--- src/rtl/core/dbt_pkg.sv ---
// Shared types, constants and codes of the dirty band tracker.
// Used by every module of the block but dbt_ram; depends on nothing else.
`default_nettype none
package dbt_pkg;

   localparam int unsigned DIM_W       = 12;   // pixel coordinates and sizes
   localparam int unsigned COORD_W     = 16;   // Q.4 corner coordinates
   localparam int unsigned COUNT_W     = 3;
   localparam int unsigned IDX_W       = 6;    // band index field
   localparam int unsigned FRAC_BITS   = 4;
   localparam int unsigned MAX_CORNERS = 4;
   localparam int unsigned BANDS_DEF   = 16;
   localparam int unsigned QUEUE_DEF   = 2;
   localparam int unsigned CSR_IDX_W   = 1;

   // Box padding in Q.4 units: 3 pixels on the low sides, 4 on the high sides.
   localparam int PAD_LOW_Q  = 3 * (2 ** FRAC_BITS);
   localparam int PAD_HIGH_Q = 4 * (2 ** FRAC_BITS);

   localparam logic [DIM_W-1:0] WIDTH_RESET  = DIM_W'(480);
   localparam logic [DIM_W-1:0] HEIGHT_RESET = DIM_W'(480);

   typedef enum logic [1:0] {
      MODE_CLEAR   = 2'd0,
      MODE_INCLUDE = 2'd1,
      MODE_READ    = 2'd2
   } mode_type;

   typedef enum logic [CSR_IDX_W-1:0] {
      CSR_WIDTH  = 1'b0,
      CSR_HEIGHT = 1'b1
   } csr_index_type;

   typedef struct packed {
      mode_type                   mode;
      logic [COUNT_W-1:0]         corner_count;
      logic signed [COORD_W-1:0]  corner_x0;
      logic signed [COORD_W-1:0]  corner_y0;
      logic signed [COORD_W-1:0]  corner_x1;
      logic signed [COORD_W-1:0]  corner_y1;
      logic signed [COORD_W-1:0]  corner_x2;
      logic signed [COORD_W-1:0]  corner_y2;
      logic signed [COORD_W-1:0]  corner_x3;
      logic signed [COORD_W-1:0]  corner_y3;
      logic [IDX_W-1:0]           band_index;
   } req_type;

   typedef struct packed {
      logic [DIM_W-1:0] rect_left;
      logic [DIM_W-1:0] rect_top;
      logic [DIM_W-1:0] rect_width;
      logic [DIM_W-1:0] rect_height;
   } rsp_type;

   // Classified command passed from the front to the back through the queue.
   typedef struct packed {
      mode_type         op;
      logic [DIM_W-1:0] left;
      logic [DIM_W-1:0] right;
      logic [DIM_W-1:0] top;
      logic [DIM_W-1:0] bottom;
      logic [IDX_W-1:0] band_index;
   } cmd_type;

   // One band's stored span.
   typedef struct packed {
      logic [DIM_W-1:0] left;
      logic [DIM_W-1:0] right;
   } span_type;

   typedef enum logic [1:0] {
      BK_IDLE,
      BK_WALK,
      BK_READ,
      BK_REPLY
   } back_state_type;

endpackage
`default_nettype wire

--- src/rtl/core/dbt_ram.sv ---
// Generic single-write, single-read RAM with registered read data.
// Depends on nothing; used for the band span store.
`default_nettype none
module dbt_ram #(
   parameter int unsigned WIDTH = 24,
   parameter int unsigned DEPTH = 16,
   localparam int unsigned AW = (DEPTH > 1) ? $clog2(DEPTH) : 1
) (
   input  wire logic             clock,
   input  wire logic             we,
   input  wire logic [AW-1:0]    waddr,
   input  wire logic [WIDTH-1:0] wdata,
   input  wire logic             re,
   input  wire logic [AW-1:0]    raddr,
   output logic      [WIDTH-1:0] rdata
);

   logic [WIDTH-1:0] mem_ff [DEPTH];
   logic [WIDTH-1:0] rdata_ff;

   always_ff @(posedge clock) begin
      if (we) begin
         mem_ff[waddr] <= wdata;
      end
      if (re) begin
         rdata_ff <= mem_ff[raddr];
      end
   end

   assign rdata = rdata_ff;

endmodule
`default_nettype wire

--- src/rtl/core/dbt_front.sv ---
// Front of the dirty band tracker: accepts requests, forms the padded,
// clamped bounding box and queues classified commands. Uses dbt_pkg.
`default_nettype none
module dbt_front
   import dbt_pkg::*;
(
   input  wire logic             clock,
   input  wire logic             reset,
   input  wire logic             req_valid,
   output logic                  req_stall,
   input  wire req_type          req_data,
   input  wire logic [DIM_W-1:0] display_width,
   input  wire logic [DIM_W-1:0] display_height,
   output logic                  q_push,
   output cmd_type               q_entry,
   input  wire logic             q_full
);

   localparam int unsigned Q_W = COORD_W + 2;

   function automatic logic signed [COORD_W-1:0] smin(input logic signed [COORD_W-1:0] a,
                                                      input logic signed [COORD_W-1:0] b);
      return (a < b) ? a : b;
   endfunction

   function automatic logic signed [COORD_W-1:0] smax(input logic signed [COORD_W-1:0] a,
                                                      input logic signed [COORD_W-1:0] b);
      return (a > b) ? a : b;
   endfunction

   // Offset Q.4 value to whole pixels, floored at zero and limited to the display.
   function automatic logic [DIM_W-1:0] to_pixel(input logic signed [Q_W-1:0] q,
                                                 input logic [DIM_W-1:0] limit);
      logic [Q_W-FRAC_BITS-1:0] p;
      p = q[Q_W-1:FRAC_BITS];
      if (q <= 0) begin
         return '0;
      end
      return (p > (Q_W-FRAC_BITS)'(limit)) ? limit : p[DIM_W-1:0];
   endfunction

   logic                      s1_valid_ff, s1_valid_in;
   logic                      s1_keep_ff,  s1_keep_in;
   mode_type                  s1_op_ff,    s1_op_in;
   logic [IDX_W-1:0]          s1_idx_ff,   s1_idx_in;
   logic signed [COORD_W-1:0] minx_ff, maxx_ff, miny_ff, maxy_ff;
   logic signed [COORD_W-1:0] minx_in, maxx_in, miny_in, maxy_in;

   logic [COUNT_W-1:0]        n_eff;
   logic signed [COORD_W-1:0] x1, y1, x2, y2, x3, y3;
   logic                      accept, s1_done, box_ok, need_push;
   logic [DIM_W-1:0]          px_left, px_right, px_top, px_bottom;

   // Corners beyond the count are replaced by the first one, which leaves the box unchanged.
   always_comb begin
      n_eff = (req_data.corner_count > COUNT_W'(MAX_CORNERS)) ?
              COUNT_W'(MAX_CORNERS) : req_data.corner_count;
      x1 = (n_eff > COUNT_W'(1)) ? req_data.corner_x1 : req_data.corner_x0;
      y1 = (n_eff > COUNT_W'(1)) ? req_data.corner_y1 : req_data.corner_y0;
      x2 = (n_eff > COUNT_W'(2)) ? req_data.corner_x2 : req_data.corner_x0;
      y2 = (n_eff > COUNT_W'(2)) ? req_data.corner_y2 : req_data.corner_y0;
      x3 = (n_eff > COUNT_W'(3)) ? req_data.corner_x3 : req_data.corner_x0;
      y3 = (n_eff > COUNT_W'(3)) ? req_data.corner_y3 : req_data.corner_y0;
   end

   always_comb begin
      px_left   = to_pixel(Q_W'(minx_ff) - Q_W'(PAD_LOW_Q), display_width);
      px_right  = to_pixel(Q_W'(maxx_ff) + Q_W'(PAD_HIGH_Q), display_width);
      px_top    = to_pixel(Q_W'(miny_ff) - Q_W'(PAD_LOW_Q), display_height);
      px_bottom = to_pixel(Q_W'(maxy_ff) + Q_W'(PAD_HIGH_Q), display_height);
      box_ok    = (px_right > px_left) && (px_bottom > px_top);
      need_push = s1_valid_ff && s1_keep_ff && ((s1_op_ff != MODE_INCLUDE) || box_ok);
      s1_done   = !need_push || !q_full;
      req_stall = s1_valid_ff && !s1_done;
      accept    = req_valid && !req_stall;
      q_push    = need_push && !q_full;

      q_entry.op         = s1_op_ff;
      q_entry.left       = px_left;
      q_entry.right      = px_right;
      q_entry.top        = px_top;
      q_entry.bottom     = px_bottom;
      q_entry.band_index = s1_idx_ff;
   end

   always_comb begin
      s1_valid_in = s1_valid_ff && !s1_done;
      s1_keep_in  = s1_keep_ff;
      s1_op_in    = s1_op_ff;
      s1_idx_in   = s1_idx_ff;
      minx_in     = minx_ff;
      maxx_in     = maxx_ff;
      miny_in     = miny_ff;
      maxy_in     = maxy_ff;
      if (accept) begin
         s1_valid_in = 1'b1;
         s1_op_in    = req_data.mode;
         s1_idx_in   = req_data.band_index;
         minx_in     = smin(smin(req_data.corner_x0, x1), smin(x2, x3));
         maxx_in     = smax(smax(req_data.corner_x0, x1), smax(x2, x3));
         miny_in     = smin(smin(req_data.corner_y0, y1), smin(y2, y3));
         maxy_in     = smax(smax(req_data.corner_y0, y1), smax(y2, y3));
         case (req_data.mode) inside
            MODE_CLEAR, MODE_READ: s1_keep_in = 1'b1;
            MODE_INCLUDE:          s1_keep_in = (req_data.corner_count != '0);
            default:               s1_keep_in = 1'b0;
         endcase
      end
   end

   always_ff @(posedge clock) begin
      if (reset) begin
         s1_valid_ff <= 1'b0;
      end else begin
         s1_valid_ff <= s1_valid_in;
      end
      s1_keep_ff <= s1_keep_in;
      s1_op_ff   <= s1_op_in;
      s1_idx_ff  <= s1_idx_in;
      minx_ff    <= minx_in;
      maxx_ff    <= maxx_in;
      miny_ff    <= miny_in;
      maxy_ff    <= maxy_in;
   end

endmodule
`default_nettype wire

--- src/rtl/core/dbt_queue.sv ---
// Short command queue between the front and the back of the tracker.
// Uses dbt_pkg for the command type.
`default_nettype none
module dbt_queue
   import dbt_pkg::*;
#(
   parameter int unsigned DEPTH = QUEUE_DEF
) (
   input  wire logic    clock,
   input  wire logic    reset,
   input  wire logic    push,
   input  wire cmd_type push_data,
   output logic         full,
   input  wire logic    pop,
   output logic         head_valid,
   output cmd_type      head_data
);

   localparam int unsigned PW = (DEPTH > 1) ? $clog2(DEPTH) : 1;
   localparam int unsigned CW = $clog2(DEPTH + 1);

   cmd_type         slot_ff [DEPTH];
   logic [PW-1:0]   wr_ptr_ff, wr_ptr_in;
   logic [PW-1:0]   rd_ptr_ff, rd_ptr_in;
   logic [CW-1:0]   count_ff,  count_in;
   logic            do_push, do_pop;

   function automatic logic [PW-1:0] bump(input logic [PW-1:0] p);
      return (p == PW'(DEPTH - 1)) ? '0 : p + PW'(1);
   endfunction

   always_comb begin
      full       = (count_ff == CW'(DEPTH));
      head_valid = (count_ff != '0);
      head_data  = slot_ff[rd_ptr_ff];
      do_push    = push && !full;
      do_pop     = pop && head_valid;
      wr_ptr_in  = do_push ? bump(wr_ptr_ff) : wr_ptr_ff;
      rd_ptr_in  = do_pop ? bump(rd_ptr_ff) : rd_ptr_ff;
      count_in   = count_ff + CW'(do_push) - CW'(do_pop);
   end

   always_ff @(posedge clock) begin
      if (reset) begin
         wr_ptr_ff <= '0;
         rd_ptr_ff <= '0;
         count_ff  <= '0;
      end else begin
         wr_ptr_ff <= wr_ptr_in;
         rd_ptr_ff <= rd_ptr_in;
         count_ff  <= count_in;
      end
      if (do_push) begin
         slot_ff[wr_ptr_ff] <= push_data;
      end
   end

endmodule
`default_nettype wire

--- src/rtl/core/dbt_back.sv ---
// Back of the dirty band tracker: walks bands for include, clears and reads
// the span store, and holds the response register. Uses dbt_pkg and dbt_ram.
`default_nettype none
module dbt_back
   import dbt_pkg::*;
#(
   parameter int unsigned BANDS = BANDS_DEF
) (
   input  wire logic             clock,
   input  wire logic             reset,
   input  wire logic [DIM_W-1:0] display_height,
   input  wire logic             q_valid,
   input  wire cmd_type          q_head,
   output logic                  q_pop,
   output logic                  rsp_valid,
   input  wire logic             rsp_stall,
   output rsp_type               rsp_data
);

   localparam int unsigned AW          = (BANDS > 1) ? $clog2(BANDS) : 1;
   localparam int unsigned CW          = $clog2(BANDS + 1);
   localparam int unsigned TOP_W       = DIM_W + IDX_W;
   localparam int unsigned NUM_W       = DIM_W + 1;
   localparam int unsigned RECIP_SHIFT = 20;
   localparam int unsigned RECIP_W     = RECIP_SHIFT + 1;
   localparam int unsigned PROD_W      = NUM_W + RECIP_W;
   localparam logic [RECIP_W-1:0] RECIP = RECIP_W'(((2 ** RECIP_SHIFT) + BANDS - 1) / BANDS);
   localparam int unsigned SPAN_W      = $bits(span_type);

   back_state_type   state_ff, state_in;

   // Band height: ceil(height / BANDS) by reciprocal multiply, registered.
   logic [PROD_W-1:0] bh_prod;
   logic [DIM_W-1:0]  bh_ff;

   logic [BANDS-1:0]  valid_ff, valid_in;
   logic [DIM_W-1:0]  box_left_ff, box_right_ff, box_top_ff, box_bottom_ff;
   logic [IDX_W-1:0]  idx_ff;
   logic [CW-1:0]     rd_idx_ff, rd_idx_in;
   logic [TOP_W-1:0]  band_top_ff, band_top_in;
   logic              pend_valid_ff, pend_valid_in;
   logic              pend_hit_ff,   pend_hit_in;
   logic [AW-1:0]     pend_idx_ff;
   logic [TOP_W-1:0]  top_ff;
   logic              rsp_valid_ff, rsp_valid_in;
   rsp_type           rsp_data_ff,  rsp_data_in;

   logic              ram_we, ram_re;
   logic [AW-1:0]     ram_waddr, ram_raddr;
   span_type          ram_wdata, ram_rdata;
   logic [SPAN_W-1:0] ram_rdata_raw;

   logic              walk_done, hit, rsp_free, in_range, rd_vbit, empty, zero;
   logic              pop_include, pop_read, load_rsp;
   logic [DIM_W-1:0]  old_left, old_right, span_left, span_right;
   logic [TOP_W-1:0]  h_ext, top_sum;
   logic [TOP_W-1:0]  bh_ext;

   dbt_ram #(
      .WIDTH (SPAN_W),
      .DEPTH (BANDS)
   ) u_span_ram (
      .clock (clock),
      .we    (ram_we),
      .waddr (ram_waddr),
      .wdata (ram_wdata),
      .re    (ram_re),
      .raddr (ram_raddr),
      .rdata (ram_rdata_raw)
   );

   assign ram_rdata = span_type'(ram_rdata_raw);
   assign bh_prod   = PROD_W'(NUM_W'(display_height) + NUM_W'(BANDS - 1)) * PROD_W'(RECIP);
   assign bh_ext    = TOP_W'(bh_ff);
   assign h_ext     = TOP_W'(display_height);

   always_comb begin
      walk_done = (rd_idx_ff == CW'(BANDS)) || (band_top_ff >= TOP_W'(box_bottom_ff));
      hit       = (band_top_ff < TOP_W'(box_bottom_ff)) &&
                  ((band_top_ff + bh_ext) > TOP_W'(box_top_ff));
      rsp_free  = !rsp_valid_ff || !rsp_stall;
   end

   // Next state.
   always_comb begin
      state_in = state_ff;
      unique case (state_ff)
         BK_IDLE: begin
            if (q_valid) begin
               case (q_head.op)
                  MODE_INCLUDE: state_in = BK_WALK;
                  MODE_READ:    state_in = BK_READ;
                  default:      state_in = BK_IDLE;
               endcase
            end
         end
         BK_WALK: begin
            if (walk_done) begin
               state_in = BK_IDLE;
            end
         end
         BK_READ:  state_in = BK_REPLY;
         BK_REPLY: begin
            if (rsp_free) begin
               state_in = BK_IDLE;
            end
         end
         default: state_in = BK_IDLE;
      endcase
   end

   // State outputs.
   always_comb begin
      q_pop       = 1'b0;
      pop_include = 1'b0;
      pop_read    = 1'b0;
      load_rsp    = 1'b0;
      ram_re      = 1'b0;
      ram_raddr   = rd_idx_ff[AW-1:0];
      unique case (state_ff)
         BK_IDLE: begin
            q_pop       = q_valid;
            pop_include = q_valid && (q_head.op == MODE_INCLUDE);
            pop_read    = q_valid && (q_head.op == MODE_READ);
            if (pop_read) begin
               ram_re    = 1'b1;
               ram_raddr = q_head.band_index[AW-1:0];
            end
         end
         BK_WALK: begin
            ram_re = !walk_done;
         end
         BK_READ: begin
         end
         BK_REPLY: begin
            load_rsp = rsp_free;
         end
         default: begin
         end
      endcase
   end

   // Band walk: a read is issued for one band while the previous one is merged.
   always_comb begin
      rd_idx_in     = rd_idx_ff;
      band_top_in   = band_top_ff;
      pend_valid_in = 1'b0;
      pend_hit_in   = hit;
      if (pop_include) begin
         rd_idx_in   = '0;
         band_top_in = '0;
      end else if ((state_ff == BK_WALK) && !walk_done) begin
         rd_idx_in     = rd_idx_ff + CW'(1);
         band_top_in   = band_top_ff + bh_ext;
         pend_valid_in = 1'b1;
      end
   end

   // Merge of the pending band with the box; a band never written reads as zero.
   always_comb begin
      old_left   = valid_ff[pend_idx_ff] ? ram_rdata.left  : '0;
      old_right  = valid_ff[pend_idx_ff] ? ram_rdata.right : '0;
      ram_we     = pend_valid_ff && pend_hit_ff;
      ram_waddr  = pend_idx_ff;
      ram_wdata.left  = ((old_right == '0) || (box_left_ff < old_left)) ? box_left_ff : old_left;
      ram_wdata.right = (box_right_ff > old_right) ? box_right_ff : old_right;
      valid_in   = valid_ff;
      if ((state_ff == BK_IDLE) && q_valid && (q_head.op == MODE_CLEAR)) begin
         valid_in = '0;
      end else if (ram_we) begin
         valid_in[pend_idx_ff] = 1'b1;
      end
   end

   // Read reply.
   always_comb begin
      in_range   = (IDX_W + 1)'(idx_ff) < (IDX_W + 1)'(BANDS);
      rd_vbit    = in_range && valid_ff[idx_ff[AW-1:0]];
      span_left  = rd_vbit ? ram_rdata.left  : '0;
      span_right = rd_vbit ? ram_rdata.right : '0;
      empty      = span_right <= span_left;
      zero       = !in_range || empty || (top_ff >= h_ext);
      top_sum    = top_ff + bh_ext;
      rsp_data_in = rsp_data_ff;
      if (load_rsp) begin
         if (zero) begin
            rsp_data_in = '0;
         end else begin
            rsp_data_in.rect_left   = span_left;
            rsp_data_in.rect_top    = top_ff[DIM_W-1:0];
            rsp_data_in.rect_width  = span_right - span_left;
            rsp_data_in.rect_height = (top_sum > h_ext) ? DIM_W'(h_ext - top_ff) : bh_ff;
         end
      end
      rsp_valid_in = load_rsp ? 1'b1 : (rsp_valid_ff && rsp_stall);
   end

   always_ff @(posedge clock) begin
      if (reset) begin
         state_ff      <= BK_IDLE;
         valid_ff      <= '0;
         pend_valid_ff <= 1'b0;
         rsp_valid_ff  <= 1'b0;
      end else begin
         state_ff      <= state_in;
         valid_ff      <= valid_in;
         pend_valid_ff <= pend_valid_in;
         rsp_valid_ff  <= rsp_valid_in;
      end
      bh_ff       <= bh_prod[RECIP_SHIFT +: DIM_W];
      rd_idx_ff   <= rd_idx_in;
      band_top_ff <= band_top_in;
      pend_hit_ff <= pend_hit_in;
      pend_idx_ff <= rd_idx_ff[AW-1:0];
      rsp_data_ff <= rsp_data_in;
      if (pop_include) begin
         box_left_ff   <= q_head.left;
         box_right_ff  <= q_head.right;
         box_top_ff    <= q_head.top;
         box_bottom_ff <= q_head.bottom;
      end
      if (pop_read) begin
         idx_ff <= q_head.band_index;
      end
      top_ff <= TOP_W'(idx_ff) * bh_ext;
   end

   assign rsp_valid = rsp_valid_ff;
   assign rsp_data  = rsp_data_ff;

endmodule
`default_nettype wire

--- src/rtl/core/dirty_band_tracker.sv ---
// Top level of the dirty band tracker: configuration registers and the
// front, queue and back. Uses dbt_pkg, dbt_front, dbt_queue and dbt_back.
//
//   Channel   Direction  Handshake           Payload
//   req_*     in         req_valid/req_stall req_data  (req_type)
//   rsp_*     out        rsp_valid/rsp_stall rsp_data  (rsp_type)
//   csr_*     in         csr_we              csr_index, csr_wdata
//
// A request is registered in the front stage and pushed into the queue, and an
// idle back takes it from the queue head in the following cycle. In the back,
// a clear is done as it is taken, a read passes through the read and reply
// states before its response is presented from the response register, and an
// include walks the bands from band zero through the last band the box touches,
// reading one band while merging the previous; the band walk over the span RAM
// sets the include time.
// Reset is synchronous and clears every band span through its valid bit at once.
// Each side stalls on its own: the queue and the response register part them.
`default_nettype none
module dirty_band_tracker
   import dbt_pkg::*;
#(
   parameter int unsigned BANDS       = BANDS_DEF,
   parameter int unsigned QUEUE_DEPTH = QUEUE_DEF
) (
   input  wire logic                 clock,
   input  wire logic                 reset,
   input  wire logic                 req_valid,
   output logic                      req_stall,
   input  wire req_type              req_data,
   output logic                      rsp_valid,
   input  wire logic                 rsp_stall,
   output rsp_type                   rsp_data,
   input  wire logic                 csr_we,
   input  wire logic [CSR_IDX_W-1:0] csr_index,
   input  wire logic [DIM_W-1:0]     csr_wdata
);

   // Display size registers, to be written only while the block is idle; the block itself does not enforce this.
   logic [DIM_W-1:0] display_width_ff,  display_width_in;
   logic [DIM_W-1:0] display_height_ff, display_height_in;

   logic    q_push, q_full, q_pop, q_valid;
   cmd_type q_entry, q_head;

   always_comb begin
      display_width_in  = display_width_ff;
      display_height_in = display_height_ff;
      if (csr_we) begin
         unique case (csr_index_type'(csr_index))
            CSR_WIDTH:  display_width_in  = csr_wdata;
            CSR_HEIGHT: display_height_in = csr_wdata;
            default: begin
            end
         endcase
      end
   end

   always_ff @(posedge clock) begin
      if (reset) begin
         display_width_ff  <= WIDTH_RESET;
         display_height_ff <= HEIGHT_RESET;
      end else begin
         display_width_ff  <= display_width_in;
         display_height_ff <= display_height_in;
      end
   end

   // The front forms the clamped box and drops requests that change nothing.
   dbt_front u_front (
      .clock          (clock),
      .reset          (reset),
      .req_valid      (req_valid),
      .req_stall      (req_stall),
      .req_data       (req_data),
      .display_width  (display_width_ff),
      .display_height (display_height_ff),
      .q_push         (q_push),
      .q_entry        (q_entry),
      .q_full         (q_full)
   );

   dbt_queue #(
      .DEPTH (QUEUE_DEPTH)
   ) u_queue (
      .clock      (clock),
      .reset      (reset),
      .push       (q_push),
      .push_data  (q_entry),
      .full       (q_full),
      .pop        (q_pop),
      .head_valid (q_valid),
      .head_data  (q_head)
   );

   // The back owns the span store and the response register.
   dbt_back #(
      .BANDS (BANDS)
   ) u_back (
      .clock          (clock),
      .reset          (reset),
      .display_height (display_height_ff),
      .q_valid        (q_valid),
      .q_head         (q_head),
      .q_pop          (q_pop),
      .rsp_valid      (rsp_valid),
      .rsp_stall      (rsp_stall),
      .rsp_data       (rsp_data)
   );

endmodule
`default_nettype wire

--- config.mk ---
export PLATFORM = sky130hd
export DESIGN_NAME = dirty_band_tracker
export DESIGN_NICKNAME = d
export VERILOG_FILES = /design/src/rtl/core/dbt_pkg.sv /design/src/rtl/core/dbt_ram.sv /design/src/rtl/core/dbt_front.sv /design/src/rtl/core/dbt_queue.sv /design/src/rtl/core/dbt_back.sv /design/src/rtl/core/dirty_band_tracker.sv
export SDC_FILE = /design/constraint.sdc
export NUM_CORES = 2
export LEC_CHECK = 0
export BUFFER_PORTS_ARGS = -buffer_cell sky130_fd_sc_hd__buf_2
export CORE_ASPECT_RATIO = 0.5
export CORE_MARGIN = 5
export CORE_UTILIZATION = 60
export DETAILED_ROUTE_END_ITERATION = 16
export MAX_ROUTING_LAYER = met4
export PLACE_DENSITY = 0.78
export SLEW_MARGIN = 20
export SYNTH_ARGS = -nofsm -noshare
export SYNTH_HDL_FRONTEND = slang
export SYNTH_HIERARCHICAL = 1
export SYNTH_SLANG_ARGS = --single-unit
--- constraint.sdc ---
create_clock -name clock -period 9.75 [get_ports clock]
set_input_delay 1.4625 -clock clock [delete_from_list [all_inputs] [get_ports clock]]
set_output_delay 1.4625 -clock clock [all_outputs]
set_load 0.01 [all_outputs]
==> summary.md <==
| Metric | Value |
|---|---|
| Worst setup SP type | register |
| Cell with the biggest individual delay on the critical path | a2111oi_0 |
| Antenna diode instance count | 0 |
| Share of synthesized area occupied by flip-flops and latches | 0.509 |
| Total net switching power | 4.05 mW |
| 1st-iter DRT viols | approximately 2600 |
| Synth async-reset ratio | 0 |
| Clock sink total | about 800 |
| Worst relative slew slack | 0.245 |
| Endpoint arrival time on the critical path | between 7 and 8 ns |
| Fin nets | between 4000 and 5000 |
| Critical Path Max Stage Delay | approximately 0.80 ns |
| Number of DRC violations after detailed routing | 0 |
| Required time of the critical path | between 8 and 9 ns |
| Yosys reg bits | 797 |
| Internal power component | 7.63 mW |
| Number of I/O port buffers | approximately 200 |
| Total of max-cap violations | 0 |
| CTS HTree Levels | 3 |
| Part of the power in combinational logic | 0.361 |
| Initial Util | 0.602 |
| Die Span X | 397 microns |
| Total leakage power | 20.0 nW |
| Max-slew violations | 0 |
| Fraction of power spent switching nets | 0.346 |
| Core Box Area | about 75000 sq um |
| Wire length of the first global-routing pass | between 150 and 200 mm |
| Largest driver fanout on the critical path | 22 |
| Peak supply drop | just over 0.2 mV |
| Count of nets left with antenna violations after detail routing | 0 |
| RePlAce Congestion | just under 1 |
| DIE AREA | 80900 sq um |
| Root Buffer | clkbuf_16 |
| Routed len/inst | ~24 microns |
| Fmax | approximately 0.11 GHz |
| Final hold violation count | 0 |
| Pin count of the biggest net entering global routing | slightly below 100 |
| Mean instance size in the synthesized netlist | 12.7 sq um |
| Synth warn | 6 |
| Worst hold slack after final layout | roughly 0.42 ns |
| Worst hold path stage count | 0 |
| All-Layer GR Usage | 0.289 |
| Final critical-path required period | approximately 8.8 ns |
| Library cell appearing most often on the critical path | a21o_1 |
| Launch instance of the worst register-to-register path | u_front/miny_ff[4] |
| Routed via count | 30000 |
| Clock power frac | 0.260 |
| Vias per inst | just over 6 |
| I/O pins | ~210 |
| Detailed Place HPWL | around 79 mm |
| Kind of path behind the tightest hold check | register to register |
| Worst Max-Slew Pin Slew | 1.13 ns |
| Area Overhead vs Synth | 10.8% |
| Floorplan die height | about 200 microns |
| Share of post-route cells with drive strength above 1 | 0.181 |
| Run status | finished clean |
| Grt ovf | 0 |
| Final setup violation count | 0 |
| Logic depth of the worst register-to-register path | 24 |
| Portion of the clock cycle consumed by the worst path in the final layout | 0.905 |
| Mapped cell area | about 45000 sq um |
| Initial antenna violation count | 1 |
| Aggregate negative setup slack | 0 ns |
| Latest clock arrival within the worst-skew pair | approximately 0.65 ns |
| Share of power burned in registers | 0.379 |
| Post-cts gate resize count | 0 |
| Post-CTS setup repair buffer count | 0 |
| Number of fillers in the final layout | 5311 |
| Number of flops mapped to enable cells by yosys | 695 |
| Maximum buffer depth of the clock tree | 3 |
| Register-to-register setup slack | around 1.5 ns |
| WHS Endpoint | u_back/pend_idx_ff[0] |
| Synth Net Count | 4078 |
| Class of the most critical setup path | register to output pin |
| Series of cell instances along the critical path | a2111oi_0 > nand2b_1 > nor2_1 > xor2_1 > ha_1 > a21o_1 > a21o_1 > a21o_1 > a21oi_1 > nor2b_1 > o31ai_4 > nand2_1 > o221ai_1 > ha_1 > and4b_1 > a211oi_1 > o221ai_1 > o211ai_1 > a31oi_1 > o21a_1 > nand2_1 > inv_1 > buf_2 |
| Clock edge transition at the registers on the reported setup and hold paths | ~0.07 ns |
| CTS tree | done |
| Capture point of the worst reg-to-reg path | u_queue/slot_ff[0][5] |
| Core Rows | about 70 |
| Gate count after technology mapping | 3544 |
| Number of buffers added to fix hold violations after cts | 0 |
| Total detailed-routing wirelength | about 110 mm |
| Maximum clock skew at final layout | 0.0448 ns |
| Inserted Clock Buffers | between 70 and 80 |
| Total power per unit cell area | 234 nW/um^2 |
| Endpoint kind of the worst setup timing path | output pin |
| First-pass DRT Iterations | 5 |
| Hold Crit Start | u_back/rd_idx_ff[0] |
| Yosys cell types | around 110 |
| Most used flip-flop cell after synthesis | edfxtp_1 |
| RSZ-0062 raised after global routing | false |
| Number of global-route vias before repair | ~30000 |
-- metal layers --
layer	track usage	wire [microns]	up-vias
met5	-	0	-
met4	0.101	4340	0
met3	0.0392	7690	271
met2	0.471	55100	1283
met1	0.378	47300	14700
li1	-	-	13700
-- cell usage in the layout, fill, tap and decap left out, drive strengths merged, types with 88 or more instances in the layout --
cell type and instances:
buf 258, a21oi 137, mux2 165, dfxtp 102, ha 344, nand2 205, inv 319, edfxtp 695
mux4 105, mux2i 250, clkbuf 88, nor2 183
-- synth_stat cells, types with 16 or more instances --
cell,instances,area (sq um)
a21o_1,43,323
or3_1,16,100
a22oi_1,49,368
fa_1,33,661
ha_1,344,4300
xnor2_1,52,455
a21oi_1,132,661
and3_1,30,188
xor2_1,34,298
a211oi_1,31,233
nand2b_1,50,313
and2_1,69,432
nor4_1,24,150
nand4_1,47,294
buf_2,26,130
o211ai_1,17,128
dfxtp_1,102,2040
clkbuf_1,54,203
o21a_1,34,255
mux2i_1,248,2480
mux4_2,105,2360
nand2_1,204,766
nand3_1,55,275
buf_6,18,203
mux2_1,60,676
mux2_2,95,1070
o21ai_0,66,330
nor2b_1,34,213
or2_2,25,156
inv_1,313,1170
edfxtp_1,695,20900
nor2_1,182,683
nor3_1,50,250
-- critical path: cells and delay by family (launching register included) --
family / cells / cell delay [ns]
and+or+nand+nor: 6 / 1.33
buffers and inverters: 2 / 0.18
AOI/OAI and AO/OA: 12 / 3.77
xor gates and xnor gates: 1 / 0.32
DFF: 1 / 0.50
adders and majority gates: 2 / 0.61
-- cell type report --
type / instances / area [sq um] / share of cell area
Multi-Input combinational cell: 2320 / 20500 / 0.411
Clock buffer: 87 / 1890 / 0.0379
Timing Repair Buffer: 259 / 1450 / 0.0291
Inverter: 315 / 1180 / 0.0237
Sequential cell: 797 / 22900 / 0.460
Clock inverter: 48 / 653 / 0.0131
Tap cell: 1022 / 1280 / 0.0257
-- power groups by stage --
stage | registers [mW] | logic (mW) | clock network [mW]
after floorplan | 4.33 | 3.18 | 0
after global placement | 4.47 | 4.03 | 0
after detailed placement | 4.48 | 4.13 | 0
after CTS | 4.41 | 4.19 | 3.08
after global routing | 4.44 | 4.63 | 3.23
final | 4.42 | 4.22 | 3.04
-- stage by stage --
step                total power [mW]  utilization  cells  setup slack (ns)  area (sq um)
global placement                8.50        0.632   4711              1.88         47200
finish                          11.7        0.667   4848             0.929         49800
detailed placement              8.61        0.632   4711              1.74         47200
floorplan                       7.52            -   3544             0.761         45000
global route                    12.3        0.667   4848             0.421         49800
CTS                             11.7        0.666   4846              1.04         49800
-- logic make-up after synthesis --
| logic type | Yosys count | synth area share |
|---|---|---|
| AOI/OAI and AO/OA | 506 | 0.0778 |
| xor gates and xnor gates | 88 | 0.0175 |
| adders and majority gates | 377 | 0.110 |
| buffers and inverters | 427 | 0.0400 |
| DFF | 797 | 0.509 |
| muxes | 520 | 0.151 |
| and+or+nand+nor | 829 | 0.0939 |
-- worst max path at each step --
stage | start | to | slack, ns | cells past startpoint
6_report | u_front/miny_ff[4] | req_stall | 0.93 | 23
5_1_grt | u_front/miny_ff[4] | req_stall | 0.42 | 23
4_1_cts | u_front/miny_ff[4] | req_stall | 1.04 | 23
3_5_place_dp | u_front/miny_ff[4] | u_queue/slot_ff[0][43] | 1.74 | 25
3_3_place_gp | req_data[135] | u_front/maxx_ff[11] | 1.88 | 20
2_1_floorplan | u_front/miny_ff[6] | u_front/maxx_ff[0] | 0.76 | 21
-- state kept, by name, indices dropped and copies added (netlist names), 15 cells and up, named ones only --
name                      count
u_back/u_span_ram/mem_ff    384
u_front/miny_ff              16
u_queue/slot_ff             112
u_back/u_span_ram/rdata      24
u_front/minx_ff              16
u_front/maxy_ff              16
u_back/top_ff                15
u_back/rsp_data              48
u_back/valid_ff              16
u_back/band_top_ff           18
u_front/maxx_ff              16
Power figures use the tool's default switching activity.
